[src/chd_pkg.sv]
// chd_pkg: shared types, codes and the hex digit decoder for the chunked
// body decoder. Depends on nothing.
package chd_pkg;

  localparam int LEN_W = 32;

  localparam logic [7:0] CHAR_CR = 8'h0d;
  localparam logic [7:0] CHAR_LF = 8'h0a;

  typedef enum logic [2:0] {
    PH_SIZE    = 3'd0,
    PH_SIZE_LF = 3'd1,
    PH_DATA    = 3'd2,
    PH_DATA_CR = 3'd3,
    PH_DATA_LF = 3'd4
  } phase_t;

  typedef enum logic [1:0] {
    ST_PAYLOAD  = 2'd0,
    ST_COMPLETE = 2'd1,
    ST_ERROR    = 2'd2
  } status_t;

  typedef struct packed {
    logic             valid;
    logic [7:0]       data;
    status_t          status;
    logic [LEN_W-1:0] length;
  } result_t;

  // bit 4 set when the byte is a hex digit, low nibble is its value
  function automatic logic [4:0] hex_decode(input logic [7:0] c);
    logic [4:0] r;
    r = 5'd0;
    if (c >= 8'h30 && c <= 8'h39) begin
      r = {1'b1, 4'(c - 8'h30)};
    end else if (c >= 8'h61 && c <= 8'h66) begin
      r = {1'b1, 4'(c - 8'h57)};
    end else if (c >= 8'h41 && c <= 8'h46) begin
      r = {1'b1, 4'(c - 8'h37)};
    end
    return r;
  endfunction

endpackage

[src/chd_parser.sv]
// chd_parser: chunk framing state and the one-byte step that updates it.
// Depends on chd_pkg.
module chd_parser
  import chd_pkg::*;
#(
  parameter int SIZE_BITS = 32
) (
  input  logic       clk,
  input  logic       rst,
  input  logic       advance,
  input  logic [7:0] data,
  output result_t    res
);

  phase_t               phase, phase_next;
  logic [SIZE_BITS-1:0] remaining, remaining_next;
  logic                 digit_seen, digit_seen_next;
  logic [LEN_W-1:0]     total_bytes, total_bytes_next;

  logic [4:0]           hex;
  logic                 size_ovf;
  logic [SIZE_BITS-1:0] remaining_dec;
  logic                 fail;

  assign hex           = hex_decode(data);
  assign size_ovf      = remaining[SIZE_BITS-1 -: 4] != 4'd0;
  assign remaining_dec = remaining - SIZE_BITS'(1);

  // next state
  always_comb begin
    phase_next       = phase;
    remaining_next   = remaining;
    digit_seen_next  = digit_seen;
    total_bytes_next = total_bytes;
    fail             = 1'b0;
    case (phase)
      PH_SIZE: begin
        if (hex[4]) begin
          if (size_ovf) begin
            fail = 1'b1;
          end else begin
            remaining_next  = {remaining[SIZE_BITS-5:0], hex[3:0]};
            digit_seen_next = 1'b1;
          end
        end else if (data == CHAR_CR && digit_seen) begin
          phase_next = PH_SIZE_LF;
        end else begin
          fail = 1'b1;
        end
      end
      PH_SIZE_LF: begin
        if (data != CHAR_LF || remaining == '0) begin
          fail = 1'b1;
        end else begin
          phase_next = PH_DATA;
        end
      end
      PH_DATA: begin
        remaining_next = remaining_dec;
        if (total_bytes != '1) begin
          total_bytes_next = total_bytes + LEN_W'(1);
        end
        if (remaining_dec == '0) begin
          phase_next = PH_DATA_CR;
        end
      end
      PH_DATA_CR: begin
        if (data == CHAR_CR) begin
          phase_next = PH_DATA_LF;
        end else begin
          fail = 1'b1;
        end
      end
      PH_DATA_LF: begin
        if (data == CHAR_LF) begin
          phase_next      = PH_SIZE;
          remaining_next  = '0;
          digit_seen_next = 1'b0;
        end else begin
          fail = 1'b1;
        end
      end
      default: begin
        fail = 1'b1;
      end
    endcase
    if (fail) begin
      phase_next       = PH_SIZE;
      remaining_next   = '0;
      digit_seen_next  = 1'b0;
      total_bytes_next = '0;
    end
  end

  // result of this byte
  always_comb begin
    res.valid  = 1'b0;
    res.data   = 8'd0;
    res.status = ST_PAYLOAD;
    res.length = '0;
    case (phase)
      PH_SIZE: begin
        if ((hex[4] && size_ovf) || (!hex[4] && !(data == CHAR_CR && digit_seen))) begin
          res.valid  = 1'b1;
          res.status = ST_ERROR;
        end
      end
      PH_SIZE_LF: begin
        if (data != CHAR_LF) begin
          res.valid  = 1'b1;
          res.status = ST_ERROR;
        end else if (remaining == '0) begin
          res.valid  = 1'b1;
          res.status = ST_COMPLETE;
          res.length = total_bytes;
        end
      end
      PH_DATA: begin
        res.valid = 1'b1;
        res.data  = data;
      end
      PH_DATA_CR: begin
        if (data != CHAR_CR) begin
          res.valid  = 1'b1;
          res.status = ST_ERROR;
        end
      end
      PH_DATA_LF: begin
        if (data != CHAR_LF) begin
          res.valid  = 1'b1;
          res.status = ST_ERROR;
        end
      end
      default: begin
        res.valid  = 1'b1;
        res.status = ST_ERROR;
      end
    endcase
  end

  always_ff @(posedge clk) begin
    if (rst) begin
      phase       <= PH_SIZE;
      remaining   <= '0;
      digit_seen  <= 1'b0;
      total_bytes <= '0;
    end else if (advance) begin
      phase       <= phase_next;
      remaining   <= remaining_next;
      digit_seen  <= digit_seen_next;
      total_bytes <= total_bytes_next;
    end
  end

endmodule

[src/chd_out_reg.sv]
// chd_out_reg: result register on the output channel, holds a stalled request.
// Depends on chd_pkg.
module chd_out_reg
  import chd_pkg::*;
(
  input  logic             clk,
  input  logic             rst,
  input  logic             load,
  input  result_t          res,
  input  logic             out_stall,
  output logic             can_load,
  output logic             out_valid,
  output logic [7:0]       out_byte,
  output logic [1:0]       status,
  output logic [LEN_W-1:0] body_length
);

  logic             valid, valid_next;
  logic [7:0]       data;
  status_t          st;
  logic [LEN_W-1:0] length;

  assign can_load   = !valid || !out_stall;
  assign valid_next = load ? res.valid : (valid && out_stall);

  always_ff @(posedge clk) begin
    if (rst) begin
      valid <= 1'b0;
    end else begin
      valid <= valid_next;
    end
  end

  always_ff @(posedge clk) begin
    if (load && res.valid) begin
      data   <= res.data;
      st     <= res.status;
      length <= res.length;
    end
  end

  assign out_valid   = valid;
  assign out_byte    = data;
  assign status      = st;
  assign body_length = length;

endmodule

[src/http_chunked_body_decoder_core.sv]
// http_chunked_body_decoder_core: top level of the chunked body decoder.
// Path: input register (accepted byte), parser step, result register (result request).
// Throughput: one byte per cycle while out_stall does not hold a full result register.
// Framing bytes give no result request, but for errors and the LF ending the zero-size chunk.
// Reset (rst, synchronous): clears the framing state and both valid flags.
// Depends on chd_pkg, chd_parser, chd_out_reg.
module http_chunked_body_decoder_core
  import chd_pkg::*;
#(
  parameter int SIZE_BITS = 32
) (
  input  logic             clk,
  input  logic             rst,
  input  logic             in_valid,
  output logic             in_stall,
  input  logic [7:0]       in_byte,
  output logic             out_valid,
  input  logic             out_stall,
  output logic [7:0]       out_byte,
  output logic [1:0]       status,
  output logic [LEN_W-1:0] body_length
);

  logic       held_valid, held_valid_next;
  logic [7:0] held_byte;
  logic       can_load;
  logic       advance;
  logic       accept;
  result_t    res;

  assign advance         = held_valid && can_load;
  assign in_stall        = held_valid && !can_load;
  assign accept          = in_valid && !in_stall;
  assign held_valid_next = accept || (held_valid && !advance);

  always_ff @(posedge clk) begin
    if (rst) begin
      held_valid <= 1'b0;
    end else begin
      held_valid <= held_valid_next;
    end
  end

  always_ff @(posedge clk) begin
    if (accept) begin
      held_byte <= in_byte;
    end
  end

  chd_parser #(
    .SIZE_BITS(SIZE_BITS)
  ) u_parser (
    .clk    (clk),
    .rst    (rst),
    .advance(advance),
    .data   (held_byte),
    .res    (res)
  );

  chd_out_reg u_out (
    .clk        (clk),
    .rst        (rst),
    .load       (advance),
    .res        (res),
    .out_stall  (out_stall),
    .can_load   (can_load),
    .out_valid  (out_valid),
    .out_byte   (out_byte),
    .status     (status),
    .body_length(body_length)
  );

endmodule

[config.mk]
export PLATFORM = sky130hd
export DESIGN_NAME = http_chunked_body_decoder_core
export DESIGN_NICKNAME = d
export VERILOG_FILES = /design/src/chd_pkg.sv /design/src/chd_parser.sv /design/src/chd_out_reg.sv /design/src/http_chunked_body_decoder_core.sv
export SDC_FILE = /design/constraint.sdc
export NUM_CORES = 1
export LEC_CHECK = 0
export BUFFER_PORTS_ARGS = -buffer_cell sky130_fd_sc_hd__buf_2
export CAP_MARGIN = 15
export CORE_MARGIN = 8
export CORE_UTILIZATION = 55
export DETAILED_ROUTE_END_ITERATION = 10
export PLACE_DENSITY_LB_ADDON = 0.12
export SLEW_MARGIN = 20
export SYNTH_ARGS = -nofsm -noshare
export SYNTH_HDL_FRONTEND = slang
export SYNTH_SLANG_ARGS = --single-unit
export TNS_END_PERCENT = 20
[constraint.sdc]
create_clock -name clk -period 4.2 [get_ports clk]
set_input_delay 0.84 -clock clk [delete_from_list [all_inputs] [get_ports clk]]
set_output_delay 0.84 -clock clk [all_outputs]
set_load 0.02 [all_outputs]
=== Yosys cells after proc, flatten, opt, wreduce, memory -nomap -nowiden ===
Index checks and enable logic that the tools add are counted.

* Register bits after elaboration: 120
* Word-level logic and storage cells: 121
* Output and inout port bits: 44
* Input port bits: 12

* Equality and inequality tests: 17
* Mux-type cells: 44
* Order comparisons: 6
* Add/subtract/negate cells: 5
* Reductions and logical operators: 37
* Bitwise gates (word level): 2

{| class="wikitable"
|+ Operators by type and width
! operator !! count
|-
| $mux 32 || 7
|-
| $pmux 32 s3 || 1
|-
| $logic_not 32->1 || 2
|-
| $mux 33 || 1
|-
| $add 32x1->32 const B || 1
|-
| $ne 32x32->1 const B || 1
|-
| $sub 32x1->32 const B || 1
|-
| $mux 3 || 7
|-
| $eq 8x4->1 const B || 2
|-
| $ge 8x7->1 const B || 2
|-
| $le 8x7->1 const B || 2
|-
| $mux 1 || 16
|-
| $ne 8x4->1 const B || 2
|-
| $mux 5 || 3
|-
| $ne 3x1->1 const B || 5
|-
| $pmux 3 s5 || 1
|-
| $logic_and 1x1->1 || 12
|-
| $pmux 2 s5 || 1
|-
| $reduce_and 5->1 || 2
|-
| $ge 8x6->1 const B || 1
|-
| $le 8x6->1 const B || 1
|-
| $mux 2 || 4
|-
| $reduce_and 8->1 || 1
|-
| $reduce_bool 4->1 || 2
|-
| 19 further kinds || 33
|}

=== Logic depth before layout (Yosys ltp) ===
Gate-level depths: netlist of the first run.

* Depth in word-level cells: 11
* Mapped depth: 12
* Mapped depth without buffers: 9

=== Modules after synthesis ===
Synthesis of the first run repeated with hierarchy kept, for this count alone.

* Cell total of the unflattened synthesis: 707
* Area total of the unflattened synthesis: 6,595.1 µm²

{| class="wikitable"
|+ By module, submodules not included
! module !! cells an instance !! area an instance (µm²) !! instances !! seq. area each (µm²)
|-
| chd_parser || 647 || 4,984.8 || 1 || 1,361.3
|-
| chd_out_reg || 47 || 1,313.8 || 1 || 1,281.2
|-
| http_chunked_body_decoder_core || 13 || 296.5 || 1 || 260.2
|}

=== Worst setup path after synthesis of the first run ===
OpenSTA, ideal clock, no wires.

* Path type: reg-to-reg
* Start point: register held_byte[0]
* End point: register u_out.length[0] (netlist: u_out.body_length[0]), enable pin
* Stages on the path, launching flop included: 10
* Data arrival time: 3.072 ns
* Slack: 0.731 ns
* Required time: 3.804 ns
* Path through: edfxtp_1 -> ha_1 -> and3_1 -> and4_1 -> or4_1 -> o22a_1 -> clkbuf_1 -> and2_1 -> a21o_1 -> inv_1

* Cells in the longest elaborated chain, start to end: 11

{| class="wikitable"
|+ Ends and longest elaborated chain
! what !! RTL line !! source
|-
| from (decl) || http_chunked_body_decoder_core.sv:25 || <nowiki>logic [7:0] held_byte;</nowiki>
|-
| from (signal assigned) || http_chunked_body_decoder_core.sv:46 || <nowiki>held_byte <= in_byte;</nowiki>
|-
| $ge 8x7->1 / $le 8x7->1 (equally long branches) || chd_pkg.sv:39 || <nowiki>end else if (c >= 8'h41 && c <= 8'h46) begin</nowiki>
|-
| $logic_and 1x1->1 || chd_pkg.sv:39 ||
|-
| $mux 5 || chd_pkg.sv:39 ||
|-
| $mux 5 || chd_pkg.sv:37 || <nowiki>end else if (c >= 8'h61 && c <= 8'h66) begin</nowiki>
|-
| $mux 5 || chd_pkg.sv:35 || <nowiki>if (c >= 8'h30 && c <= 8'h39) begin</nowiki>
|-
| $logic_not 1->1 || chd_parser.sv:103 || <nowiki>if ((hex[4] && size_ovf) || (!hex[4] && !(data == CHAR_CR && digit_seen))) begin</nowiki>
|-
| $logic_and 1x1->1 || chd_parser.sv:103 ||
|-
| $logic_or 1x1->1 || chd_parser.sv:103 ||
|-
| $mux 1 || chd_parser.sv:103 ||
|-
| $pmux 1 s4 * || chd_parser.sv:101 || <nowiki>case (phase)</nowiki>
|-
| $logic_and 1x1->1 * || chd_out_reg.sv:35 || <nowiki>if (load && res.valid) begin</nowiki>
|-
| to (signal assigned) || chd_out_reg.sv:38 || <nowiki>length <= res.length;</nowiki>
|-
| to (decl) || chd_out_reg.sv:21 || <nowiki>logic [LEN_W-1:0] length;</nowiki>
|}

Mark *: on every way between the ends. The rest lies on a longest branch, timed or not.
A chain may end at the register's enable or synchronous reset.

=== Worst setup path after layout of the first run ===
* Start point: register held_byte[1]
* End point: register u_parser.total_bytes[5]

* Cells in the longest elaborated chain, start to end: 9

{| class="wikitable"
|+ Ends and longest elaborated chain
! what !! RTL line !! source
|-
| $ge 8x7->1 / $le 8x7->1 (equally long branches) || chd_pkg.sv:39 ||
|-
| $logic_and 1x1->1 || chd_pkg.sv:39 ||
|-
| $mux 5 || chd_pkg.sv:39 ||
|-
| $mux 5 || chd_pkg.sv:37 ||
|-
| $mux 5 || chd_pkg.sv:35 ||
|-
| $mux 1 || chd_parser.sv:38 || <nowiki>if (hex[4]) begin</nowiki>
|-
| $pmux 1 s5 * || chd_parser.sv:36 || <nowiki>case (phase)</nowiki>
|-
| $reduce_bool 2->1 (no source line) || -- ||
|-
| $reduce_and 3->1 (no source line) || -- ||
|-
| to (signal assigned) || chd_parser.sv:151 || <nowiki>total_bytes <= total_bytes_next;</nowiki>
|-
| to (decl) || chd_parser.sv:18 || <nowiki>logic [LEN_W-1:0] total_bytes, total_bytes_next;</nowiki>
|}

Marked as above.

==> results of run 1 <==
-- routing by layer --
| metal | vias up | GRT usage (%) | routed length [um] |
|---|---|---|---|
| met5 | - | 0 | 0 |
| met4 | 0 | 7.808 | 240 |
| met3 | 22 | 4.930 | 673 |
| met2 | 121 | 33.62 | 7445 |
| met1 | 2597 | 22.61 | 6564 |
| li1 | 2692 | - | - |
-- tightest hold or removal path, stage by stage (launching register included) --
cell     delay (ns)
dfxtp_1        0.33
o31ai_1        0.07
a21oi_1        0.06
-- power breakdown --
group,switching [mW],internal [mW],total (mW)
Combinational,0.111,0.0442,0.156
Clock,0.524,0.865,1.39
Sequential,0.0121,1.25,1.26
Total,0.647,2.16,2.80
-- path summary, 6_finish.rpt --
| path | to | slack, ns | depth (start not counted) |
|---|---|---|---|
| setup / recovery | u_parser.total_bytes[5]$_SDFFE_PP0P_ | 0.67 | 9 |
| hold reg to reg | u_parser.total_bytes[29]$_SDFFE_PP0P_ | 0.51 | 2 |
| hold / removal | u_parser.total_bytes[29]$_SDFFE_PP0P_ | 0.51 | 2 |
| setup reg to reg | u_parser.total_bytes[5]$_SDFFE_PP0P_ | 0.67 | 9 |
-- metrics by stage --
step                      cell area [um2]  power, mW  setup WS [ns]
final                                7425      2.803         0.6692
after global routing                 7425      2.893         0.3449
after CTS                            7425      2.830         0.6947
after detailed placement             6862      1.440         0.7886
after global placement               6859      1.435         0.9940
after floorplan                      6549      1.385         0.7315
-- cell usage in the layout, fill, tap and decap left out, types with 13 or more instances in the layout --
cell type / n
dfxtp_1: 70
nand2_1: 66
o21ai_0: 59
buf_2: 55
edfxtp_1: 50
nor2_1: 45
and2_1: 43
nand3_1: 39
a21oi_1: 30
xnor2_1: 29
nand2b_1: 17
or3_1: 17
clkbuf_16: 17
inv_1: 15
nand4_1: 15
nor3_1: 14
nor3b_1: 13
xor2_1: 13
-- area by class of cell --
| cell class | count | share of cell area, % |
|---|---|---|
| multi-input combinational | 534 | 45.20 |
| sequential | 120 | 39.10 |
| clock buffer | 19 | 5.831 |
| timing repair buffer | 65 | 4.887 |
| tap | 147 | 2.477 |
| clock inverter | 13 | 1.753 |
| inverter | 15 | 0.7583 |
-- logic make-up after synthesis --
logic type | Yosys count | synth area share (%)
AOI/OAI and AO/OA | 155 | 15.34
xor gates and xnor gates | 42 | 5.617
adders and majority gates | 8 | 1.529
buffers and inverters | 68 | 4.700
DFF | 120 | 44.33
muxes | 2 | 0.3057
and+or+nand+nor | 327 | 28.18
-- registers in the layout, indices dropped and copies added, names as in the netlist --
signal,count
u_parser.total_bytes,32
held_byte,8
u_out.body_length,32
u_parser.digit_seen,1
u_out.out_byte,8
u_out.out_valid,1
held_valid,1
u_parser.remaining,32
u_parser.phase,3
u_out.status,2
-- Yosys cell counts (2+ instances only) --
cell       n
and4_1     4
nand4_1   15
a31o_2     8
a22oi_1    2
o22ai_1    4
nor4_1     8
mux2i_1    2
nor3b_1   13
edfxtp_1  50
nand4_2    2
o21bai_1   2
a31oi_1    7
buf_6      4
dfxtp_1   70
or4_1     11
clkbuf_1  29
nor4_4     2
clkbuf_2   2
or4_4      3
nand3_1   39
nand3b_1   2
a31o_1    10
a21o_1     2
o211ai_1   4
xnor2_1   29
buf_1      2
and3_1     9
nor4b_1    3
nor2_1    45
nand2b_1  18
inv_1     15
ha_1       8
nand2_1   66
nor3_1    14
o31ai_1    8
or3_1     17
or3b_1     2
o21a_1     2
and2_1    43
o21ai_0   59
xor2_1    13
buf_2     16
a21oi_1   30
nor2b_1    3
==> flow_summary.yaml, run 1 <==
drt:
  avgRoutedWirePerCell_um: 16.35
  dr.pass1.iters: 4
  ant_nets: 0
  wl_um: 14920
  drtIter0Drc: 435
  drc: 0
  vias: 5432
  via_per_inst: 5.950
worst_setup_path:
  cp_num_buf_inv: 1
  slowest_stage: "a31o_1"
  crit_fanout: 29
  cp_data_arrival_time_ns: 3.88
  crit_path_max_incr_delay_ns: 0.80
  regToRegStartpoint: "held_byte[1]$_DFFE_PP_"
  path_class: "flop to flop"
  cp.required_ns: 4.55
  worstSetupStartpointType: "flop"
  cp-end-kind: "flop"
  cp-startpoint: "held_byte[1]$_DFFE_PP_"
  path_cells: "inv_1 -> ha_1 -> or3b_1 -> nand4_2 -> a21boi_0 -> o22a_1 -> a31o_1 -> o21ai_0 -> a21oi_1"
  path_delay_family: "compound AO/OA/AOI/OAI gates"
place:
  hpwlAfterDp_um: 10110
  io_buffers: 55
  gp_congestion: 0.8345
  placed_cells: 881
outcome:
  status: "finished clean"
sta:
  worst-slew-pin-transition_ns: 0.8709
  tns_ns: 0
  finalClockSkew_ns: 0.005915
  setup_violations: 0
  rsz0062_at_grt: "no"
  fmax_ghz: 0.2832
  finalCriticalPeriod_ns: 3.531
  maxSlewHeadroom_pct: 41.94
  hold_violations: 0
  period_share_pct: 84.07
  slew_violations: 0
  whs_ns: 0.5123
logic_synthesis:
  yosysTopAreaCellShare_pct: 22.93
  synth_edf_count: 50
  async_flop_share_pct: 0
  synth_cell_types: 69
  yosysTopAreaCell: "edfxtp_1"
  ys_seq_elements: 120
  synth.avg_cell_area_um2: 9.070
  synth_area_leaders: "edfxtp_1 (23%), dfxtp_1 (21%), o21ai_0 (4.5%)"
  ys.flop_type: "dfxtp_1"
  synth_cells: 722
  synth_nets: 742
  ys_seq_area_share_pct: 44.33
  syn-cell-area_um2: 6549
  yosysWarnings: 0
finish:
  ff_latch_area_um2: 2903
  antenna_cells: 0
  layout.cells.non_filler: 913
  area_delta_synth_final_pct: 13.37
  final_util_pct: 62.86
  drive_above_1_share_pct: 15.27
  nNetsFinal: 773
  fillers: 988
  multiInputGateArea_um2: 3356
pwr:
  p_leak_nw: 2.761
  peakVddDrop_mv: 0.1810
  power_density_nw_per_um2: 377.5
min_path:
  hp-start: "u_parser.total_bytes[29]$_SDFFE_PP0P_"
  hold_path.class: "flop to flop"
cts:
  root_buffer: "clkbuf_16"
  clock_sinks: 120
  insertion_delay_ns: 0.42
  cts_max_level: 4
  cts_buffer_depth: 2
  cts_buffers: 17
  cts_hold_buf: 0
  postCtsSetupBuffers: 0
  cts_resized: 0
  cts_tree: "done"
  path_clk_slew_ns: 0.05
floorplanning:
  core_um2: 11810
  rows: 40
  die_area_um2: 15660
  die_y_um: 125.1
  start_util_pct: 55.44
  die_w_um: 125.1
  io_pins: 56
job:
  cap_violations: 0
global_route:
  antenna_found_initial: 0
  grt_overflow: 0
  grt_max_degree: 43
  grt_pass1_wl_um: 25490
  track_usage_pct: 19.45
  first_global_vias: 5219
Power figures use the tool's default switching activity.
==> run 2, diff against run 1 <==
CORE_UTILIZATION = 54   (was 55)
clock period = 2.9 ns   (was 4.2 ns; I/O delays follow)
==> flow_summary.yaml, run 2 (synthesized netlist as in run 1, its figures left out) <==
outcome:
  status: "finished clean"
floorplanning:
  die_area_um2: 15910
  start_util_pct: 54.98
  io_pins: 56
  core_um2: 11910
  rows: 40
  die_w_um: 126.1
  die_y_um: 126.1
pwr:
  peakVddDrop_mv: 0.2740
  power_density_nw_per_um2: 536.9
  p_leak_nw: 2.927
global_route:
  top_usage_layer: "met2"
  grt_max_degree: 65
  grt_pass1_wl_um: 26140
  use_met2_pct: 33.99
  grt_overflow: 0
  grtUsageMet1_pct: 23.54
  antenna_found_initial: 0
  track_usage_pct: 19.92
  first_global_vias: 5343
  met3_usage_pct: 5.696
drt:
  dr.pass1.iters: 5
  drtIter0Drc: 507
  ant_nets: 0
  drc: 0
  avgRoutedWirePerCell_um: 16.78
  via_per_inst: 5.929
  wl_um: 15810
  vias: 5585
finish:
  layout.cells.non_filler: 942
  layout_commonest_cell: "dfxtp_1"
  antenna_cells: 0
  drive_above_1_share_pct: 19.87
  nNetsFinal: 802
  area_delta_synth_final_pct: 18.82
  final_util_pct: 65.33
  final_cell_mix: "dfxtp_1 (70), nand2_1 (66), o21ai_0 (59)"
  fillers: 959
worst_setup_path:
  worstSetupStartpointType: "flop"
  slowest_stage: "or4_1"
  path_common_cell: "or4_1"
  cp_data_arrival_time_ns: 3.15
  cp-end-kind: "flop"
  crit_fanout: 14
  cp.required_ns: 3.25
  path_class: "flop to flop"
  crit_path_max_incr_delay_ns: 0.47
  path_cells: "inv_2 -> ha_2 -> and3_1 -> and4_1 -> or4_1 -> o22a_1 -> buf_6 -> and3_2 -> or4_1 -> a21oi_1"
sta:
  tns_ns: 0
  fin_ws_ns: 0.09739
  finalClockSkew_ns: 0.007672
  finalCriticalPeriod_ns: 2.803
  worst-slew-pin-transition_ns: 0.7703
  setup_violations: 0
  hold_violations: 0
  whs_ns: 0.3365
  fmax_ghz: 0.3568
  period_share_pct: 96.64
  maxSlewHeadroom_pct: 48.54
  slew_violations: 0
place:
  gp_congestion: 0.8768
  dp_slack_ns: 0.03677
  hpwlAfterDp_um: 10800
  placed_cells: 908
  io_buffers: 55
cts:
  path_clk_slew_ns: 0.05
  clock_sinks: 120
  insertion_delay_ns: 0.42
  cts_buffer_depth: 2
  cts_max_level: 4
  cts_tree: "done"
  cts_hold_buf: 0
  cts_buffers: 17
  root_buffer: "clkbuf_16"
job:
  cap_violations: 0
min_path:
  hold_path.class: "input port to flop"
==> run 2: layout make-up <==
class / instances / area (um2) / area share (%)
timing repair buffer: 94 / 634.4 / 8.152
inverter: 15 / 60.06 / 0.7718
clock inverter: 13 / 153.9 / 1.978
sequential: 120 / 2903 / 37.30
tap: 147 / 183.9 / 2.364
multi-input combinational: 534 / 3403 / 43.74
clock buffer: 19 / 442.9 / 5.692
==> run 2: worst paths after layout <==
path	to	slack, ns	from	depth (start not counted)
worst max-delay path	u_parser.total_bytes[10]$_SDFFE_PP0P_	0.1	held_byte[1]$_DFFE_PP_	10
worst max register to register	u_parser.total_bytes[10]$_SDFFE_PP0P_	0.1	held_byte[1]$_DFFE_PP_	10
worst min register to register	u_parser.total_bytes[29]$_SDFFE_PP0P_	0.51	u_parser.total_bytes[29]$_SDFFE_PP0P_	2
worst min-delay path	held_byte[4]$_DFFE_PP_	0.34	in_byte[4]	1
==> run 2: layer usage <==
| metal | part of all wire [%] | wire length [um] |
|---|---|---|
| met2 | 49 | 7817 |
| met5 | 0 | 0 |
| met1 | 44 | 6945 |
| met3 | 5.2 | 818 |
| met4 | 1.4 | 228 |
==> run 2: repair_timing <==
item	CTS	global route
resized for setup	0	10
buffers inserted	0	2
setup endpoints to repair	0	81
==> run 2: worst max-delay path: cells and delay by family (launching register included) <==
| kind | cells | cell delay [ns] |
|---|---|---|
| adders and majority gates | 1 | 0.20 |
| buffers and inverters | 2 | 0.25 |
| DFF | 1 | 0.38 |
| AOI/OAI and AO/OA | 2 | 0.41 |
| and+or+nand+nor | 5 | 1.49 |
==> run 2: power by group <==
part           switching (mW)  internal [mW]  total (mW)
clock network           0.746           1.36        2.11
registers              0.0142           1.80        1.82
logic                   0.173         0.0785       0.251
total                   0.933           3.24        4.18
==> run 2: stage by stage <==
step / total power [mW] / instance area, um2
after CTS: 4.202 / 7721
after global routing: 4.295 / 7781
after detailed placement: 2.101 / 7124
after global placement: 2.094 / 7124
final: 4.178 / 7781
after floorplan: 2.009 / 6571
==> run 3, diff against run 2 <==
SYNTH_HIERARCHICAL = 1   (was unset)
==> flow_summary.yaml, run 3 <==
sta:
  tns_ns: -0.07021
  worst-slew-pin-transition_ns: 0.7152
  hold_violations: 0
  fmax_ghz: 0.3420
  rsz0062_at_grt: "yes"
  finalClockSkew_ns: 0.01111
  finalCriticalPeriod_ns: 2.924
  fin_ws_ns: -0.02425
  slew_violations: 0
  setup_violations: 7
  period_share_pct: 100.8
  maxSlewHeadroom_pct: 52.22
global_route:
  met3_usage_pct: 5.865
  grt_pass1_wl_um: 29510
  track_usage_pct: 22.52
  grt_max_degree: 47
  antenna_found_initial: 0
  use_met2_pct: 35.25
  top_usage_layer: "met2"
  first_global_vias: 5876
  grtUsageMet1_pct: 29.58
  grt_overflow: 0
place:
  gp_congestion: 0.8876
  io_buffers: 55
  hpwlAfterDp_um: 11770
logic_synthesis:
  synth_cell_types: 72
  yosysTopAreaCellShare_pct: 22.77
  synth_nets: 727
  synth_most_common_cell: "dfxtp_1"
  ys_seq_elements: 120
  synth_common_cells: "dfxtp_1 (70), nand2_1 (53), a21oi_1 (50), edfxtp_1 (50), clkbuf_1 (45)"
  ys.flop_type: "dfxtp_1"
  yosysWarnings: 6
  syn-cell-area_um2: 6595
  synth_area_leaders: "edfxtp_1 (23%), dfxtp_1 (21%), and3_1 (4.2%)"
  synthSimpleGateAreaFrac_pct: 27.05
  ys_seq_area_share_pct: 44.01
  synth_top_family_by_area: "simple AND/OR/NAND/NOR gates"
  synth_xor_area_share_pct: 3.851
  synth_cells: 707
  muxShareOfSynthArea_pct: 1.518
  synth_fa_ha_area_share_pct: 1.518
  synth_edf_count: 50
  synth.avg_cell_area_um2: 9.328
  yosysTopAreaCell: "edfxtp_1"
  async_flop_share_pct: 0
  synth-compound-area-share_pct: 17.34
cts:
  clock_sinks: 120
  insertion_delay_ns: 0.42
  path_clk_slew_ns: 0.05
  cts_tree: "done"
  cts_max_level: 4
  cts_buffers: 17
  cts_buffer_depth: 2
  cts_hold_buf: 0
  root_buffer: "clkbuf_16"
min_path:
  hp-start: "in_byte[1]"
  hold_path.class: "input port to flop"
finish:
  antenna_cells: 0
  drive_above_1_share_pct: 29.50
  fillers: 892
  final_cell_mix: "buf_4 (82), dfxtp_1 (69), buf_2 (55)"
  area_delta_synth_final_pct: 29.03
  final_util_pct: 71.14
  nNetsFinal: 841
  layout_commonest_cell: "buf_4"
worst_setup_path:
  crit_fanout: 12
  reg2reg_slack_ns: -0.02
  cp_data_arrival_time_ns: 3.25
  cp-end-kind: "flop"
  path_class: "flop to flop"
  cp-startpoint: "held_byte[7]$_DFFE_PP_"
  regToRegStartpoint: "held_byte[7]$_DFFE_PP_"
  worstSetupStartpointType: "flop"
  cp.required_ns: 3.23
drt:
  vias: 6270
  avgRoutedWirePerCell_um: 18.84
  dr.pass1.iters: 6
  drtIter0Drc: 798
  wl_um: 18480
  via_per_inst: 6.391
  ant_nets: 0
  drc: 0
floorplanning:
  rows: 40
  io_pins: 56
  start_util_pct: 55.14
  die_y_um: 126.5
  core_um2: 11960
  die_area_um2: 16000
  die_w_um: 126.5
pwr:
  power_density_nw_per_um2: 493.3
  peakVddDrop_mv: 0.3872
  p_leak_nw: 3.317
job:
  cap_violations: 0
outcome:
  status: "complete, but fails checks"
  failed_checks: "setup timing"
## run 3: cell count changes after synthesis, sizes merged, moves of 17 or more
cell	before	now
o21ai	59	8
and3	9	44
a21oi	30	50
xnor2	29	12
and2	43	6
nor2	45	27
o31ai	9	33
a22oi	2	20
## run 3: worst paths after layout
kind / endpoint / cells after the start
worst max-delay path: u_parser/remaining[11]$_SDFFE_PP0P_ / 11
worst max register to register: u_parser/remaining[11]$_SDFFE_PP0P_ / 11
worst min register to register: u_parser/total_bytes[6]$_SDFFE_PP0P_ / 2
worst min-delay path: held_byte[1]$_DFFE_PP_ / 1
## run 3: routing by layer
metal | vias to the layer above | wire length (um)
met5 | - | 0
met4 | 0 | 259
met3 | 34 | 1548
met2 | 307 | 8601
met1 | 2985 | 8069
li1 | 2944 | -
## run 3: power by group
group | internal [mW] | switching [mW]
sequential | 1.80 | 0.0131
combinational | 0.132 | 0.212
clock | 1.30 | 0.742
total | 3.23 | 0.967
## run 3: cell families after synthesis
| kind of cell | Yosys count |
|---|---|
| compound gates | 160 |
| xor+xnor | 29 |
| fa+ha+maj | 8 |
| buf+inv | 72 |
| flops | 120 |
| mux | 10 |
| simple gates | 308 |
## run 3: cell type report
class	instances	area, um2	area share [%]
well taps	147	183.9	2.161
repair buffers	156	1205	14.16
clock inverters	10	102.6	1.206
clock buffers	22	465.4	5.470
flip-flops and latches	120	2904	34.13
inverters	11	41.29	0.4852
multi-input cells	515	3607	42.39
## run 3: through the flow
stage / instance area, um2 / total power [mW] / worst slack, ns / std cells / hold WS, ns
detailed placement: 7559 / 2.140 / -0.1544 / 937 / 0.4826
finish: 8509 / 4.198 / -0.02425 / 981 / 0.3375
global route: 8509 / 4.318 / -0.1151 / 981 / 0.3230
floorplan: 6599 / 2.017 / -0.08098 / 707 / 0.4471
global placement: 7559 / 2.132 / -0.08133 / 937 / 0.4685
CTS: 8237 / 4.193 / -0.02637 / 974 / 0.3257
## run 3: worst max-delay path, stage by stage, from the launching register on
cell and delay, ns:
edfxtp_1 0.42, or4b_1 0.55, or3_4 0.36, a21bo_4 0.24
a21o_4 0.25, buf_6 0.14, o41ai_4 0.22, buf_6 0.20
buf_12 0.15, buf_4 0.12, nand3_1 0.10, o31ai_2 0.09
## run 3: repair_timing
action,in CTS,in global routing
buffers inserted,3,6
setup endpoints to repair,57,108
pin swaps,4,17
gates cloned,2,1
resized for setup,9,49
